`config.mk`:
```
export PLATFORM = sky130hd
export DESIGN_NAME = mts_cell
export DESIGN_NICKNAME = d
export VERILOG_FILES = /design/src/rtl/mts_pkg.sv /design/src/rtl/mts_cell.sv
export SDC_FILE = /design/constraint.sdc
export NUM_CORES = 1
export LEC_CHECK = 0
export ABC_CLOCK_PERIOD_IN_PS = 3200
export BUFFER_PORTS_ARGS = -buffer_cell sky130_fd_sc_hd__buf_2
export CAP_MARGIN = 40
export CORE_ASPECT_RATIO = 1.25
export CORE_MARGIN = 1
export CORE_UTILIZATION = 46
export CTS_BUF_LIST = sky130_fd_sc_hd__clkbuf_4
export CTS_CLUSTER_SIZE = 24
export DETAILED_ROUTE_END_ITERATION = 10
export PLACE_DENSITY = 0.95
export SYNTH_ARGS = -nofsm -noshare
export SYNTH_HDL_FRONTEND = slang
export SYNTH_SLANG_ARGS = --single-unit
```
`constraint.sdc`:
```
create_clock -name clk -period 3.2 [get_ports clk]
set_clock_uncertainty 0.15 [all_clocks]
set_input_delay 0.16 -clock clk [delete_from_list [all_inputs] [get_ports clk]]
set_output_delay 0.16 -clock clk [all_outputs]
set_load 0.05 [all_outputs]
```
`src/rtl/mts_pkg.sv`:
```
`default_nettype none
// ----------------------------------------------------------------------------
// mts_pkg: shared types and constants for the min tracking stack
// Entry width, depth, command and status codes, and the shift control that
// is sent to each stack cell.
// ----------------------------------------------------------------------------
package mts_pkg;

  localparam int STACK_DEPTH = 256;
  localparam int CNT_W       = $clog2(STACK_DEPTH + 1);
  localparam int VALUE_W     = 32;
  localparam int ENTRY_W     = VALUE_W + 2;

  typedef logic signed [VALUE_W-1:0] value_t;
  typedef logic signed [ENTRY_W-1:0] entry_t;
  typedef logic [CNT_W-1:0]          count_t;

  localparam value_t EMPTY_VALUE = '1;

  typedef enum logic [1:0] {
    CMD_PUSH = 2'd0,
    CMD_POP  = 2'd1,
    CMD_MIN  = 2'd2
  } cmd_t;

  typedef enum logic [1:0] {
    ST_OK    = 2'd0,
    ST_EMPTY = 2'd1,
    ST_FULL  = 2'd2
  } status_t;

  typedef struct packed {
    logic push;
    logic pop;
  } shift_t;

endpackage
`default_nettype wire

```
`src/rtl/mts_cell.sv`:
```
`default_nettype none
// ----------------------------------------------------------------------------
// mts_cell: one stack entry
// Takes the entry above it on a push and the entry below it on a pop.
// ----------------------------------------------------------------------------
module mts_cell (
  input  wire                  clk,
  input  wire mts_pkg::shift_t ctrl,
  input  wire mts_pkg::entry_t push_data,
  input  wire mts_pkg::entry_t pop_data,
  output mts_pkg::entry_t      data
);

  always_ff @(posedge clk) begin
    if (ctrl.push) begin
      data <= push_data;
    end else if (ctrl.pop) begin
      data <= pop_data;
    end
  end

endmodule
`default_nettype wire

```
==> results by group <==
Outcome
  – Status: completed

Synthesis
  – Syn Std Cell Area: roughly 1600 sq um
  – Yosys warns: 0
  – Syn Inst Count: 73
  – Syn_nets: 144
  – Yosys reg bits: 34
  – Syn_area_per_cell: 21.8 sq um
  – Library cells used by synthesis: 6
  – Post-synthesis sequential area ratio: 0.642

Timing
  – Relative slew slack: 0.489
  – Slew Limit Fails: 0
  – Fin crit period: 1800 ps
  – Final Hold Viols: 0
  – Setup TNS: 0 ps
  – Least-Margin Pin Slew: 767 ps
  – Endpoints failing setup: 0
  – Final worst-path cycle share: 0.564
  – RSZ-0062 raised after global routing: false
  – Fmax: ~0.55 GHz

Final layout
  – Commonest non-fill, non-tap cell in the layout: buf_2
  – Share of post-route cells with drive strength above 1: 0.587
  – Most frequent cells in the layout: buf_2, dlygate4sd3_1, edfxtp_1
  – Final core utilization: 0.862
  – Max reg flops: 34
  – Final nets: 319
  – Layout Cells excl Fill: roughly 280
  – Largest Register: data
  – Layout area overhead: 76.2%
  – Registers with the most flip-flops: data x34
  – ANT cells: 0

Place
  – Port bufs: between 100 and 150
  – GP Congestion: 0.708
  – Dpl cells: 212

Die
  – Core Area: 3250 sq um
  – Die ar.: 3700 sq um
  – Die height: 67.7 microns
  – Row count: 23
  – Die width: 54.6 microns
  – I/O pins: 105
  – Initial Utilization: 0.489

Clock network
  – Clock buffer depth: 2
  – Clock Sinks: 34
  – Clock root buffer: clkbuf_4
  – Reg clk slew, reported paths: 100 ps
  – CTS tree: built
  – Cts hold-fix bufs: 64
  – Post-CTS setup buffer count: 0
  – Post-cts sizing count: 0
  – CTS buffer count: 5
  – H-tree depth: 2

Min path
  – Worst hold path class: input port to flip-flop
  – Hold EP: data[9]
  – Hold Crit Depth: 2
  – Hold wc startpoint: pop_data[9]

Global route
  – Vias in the first global route: 1523
  – Largest net degree at the start of global routing: 35
  – Grt ovf: 0
  – Initial antenna violation count: 0
  – First-pass GRT wire length: 7960 microns
  – GRT Overall Usage: 0.326

Route
  – Final wirelength: 5660 microns
  – 1st-pass router iterations: 4
  – Detailed-route via count: between 1000 and 1500
  – Iter 0 DRT Violations: 43
  – Avg WL per Cell: 19.9 microns
  – Drt drc: 0
  – Antenna Nets Post-Route: 0
  – Vias/cell: 5.10

Setup path
  – Buf/Inv on CP: 3
  – Crit path DAT: 1750 ps
  – Worst stage delay on the critical path: 560 ps
  – Crit-path cells: buf_2 > buf_4 > mux2_2 > dlygate4sd3_1
  – CP max FO: 34
  – Crit Path Class: input port to flip-flop
  – CP endpoint kind: flip-flop
  – Critical path depth: 4
  – Crit path launch type: input port
  – Critical path data required time: ~3200 ps
  – Crit path max-delay family: buffers and inverters
  – Worst setup path start: ctrl[1]
  – Crit-path slowest cell: dlygate4sd3_1

Power
  – Sw Share: 0.340
  – Peak supply drop: 0.000304 V
  – Reg power frac: 0.464
  – Comb pwr share: 0.359
  – Sw power: 412 uW
  – Clock power share: 0.177
  – Internal Power: 798 uW
  – LEAKAGE: 1.32 nW
  – PD cells: 432 nW/um^2

Job
  – Max-Cap Viols: 0
[worst max-delay path by stage]
stage / endpoint / slack [ps]
2_1_floorplan: data[0] / 1420
3_3_place_gp: data[23] / 1560
3_5_place_dp: data[15] / 1520
4_1_cts: data[31] / 1470
5_1_grt: data[0] / 1390
6_report: data[0] / 1400
[per-layer routing]
metal	vias to the layer above	routed length (microns)	global-route usage
met4	0	273	0.179
met1	682	2080	0.373
met3	26	397	0.0923
li1	630	-	-
met5	-	0	0
met2	111	2900	0.532
[metrics by stage]
step	area, sq um	setup slack, ps	hold WS [ps]	power, mW
finish	2800	1400	17.5	1.21
global route	2800	1390	12.3	1.24
floorplan	1590	1420	227	0.822
CTS	2780	1470	0.639	1.18
global placement	2100	1560	310	0.901
detailed placement	2100	1520	313	0.909
[cell families (layout without fill, tap and decap cells)]
group                  Yosys count  after routing  synth area share
buffers and inverters            4            178            0.0448
DFF                             34             34             0.642
muxes                           34             34             0.309
and+or+nand+nor                  1              1           0.00394
[power by group through the flow]
stage	logic (mW)	clock network, mW	registers, mW
after floorplan	0.0769	0	0.745
after global placement	0.334	0	0.567
after detailed placement	0.341	0	0.568
after CTS	0.415	0.204	0.557
after global routing	0.448	0.230	0.566
final	0.434	0.214	0.562
[cell type report]
class	count	area (sq um)
clock buffers	5	37.5
multi-input cells	35	498
clock inverters	1	3.75
repair buffers	172	1200
well taps	37	46.3
flip-flops and latches	34	1020
fillers	131	449
[cell usage after synthesis]
cell	instances	area share
buf_12	3	0.038
buf_6	1	0.0071
edfxtp_1	34	0.64
mux2_2	5	0.035
mux2_4	29	0.27
or2_1	1	0.0039
(Power assumes the default switching activity.)
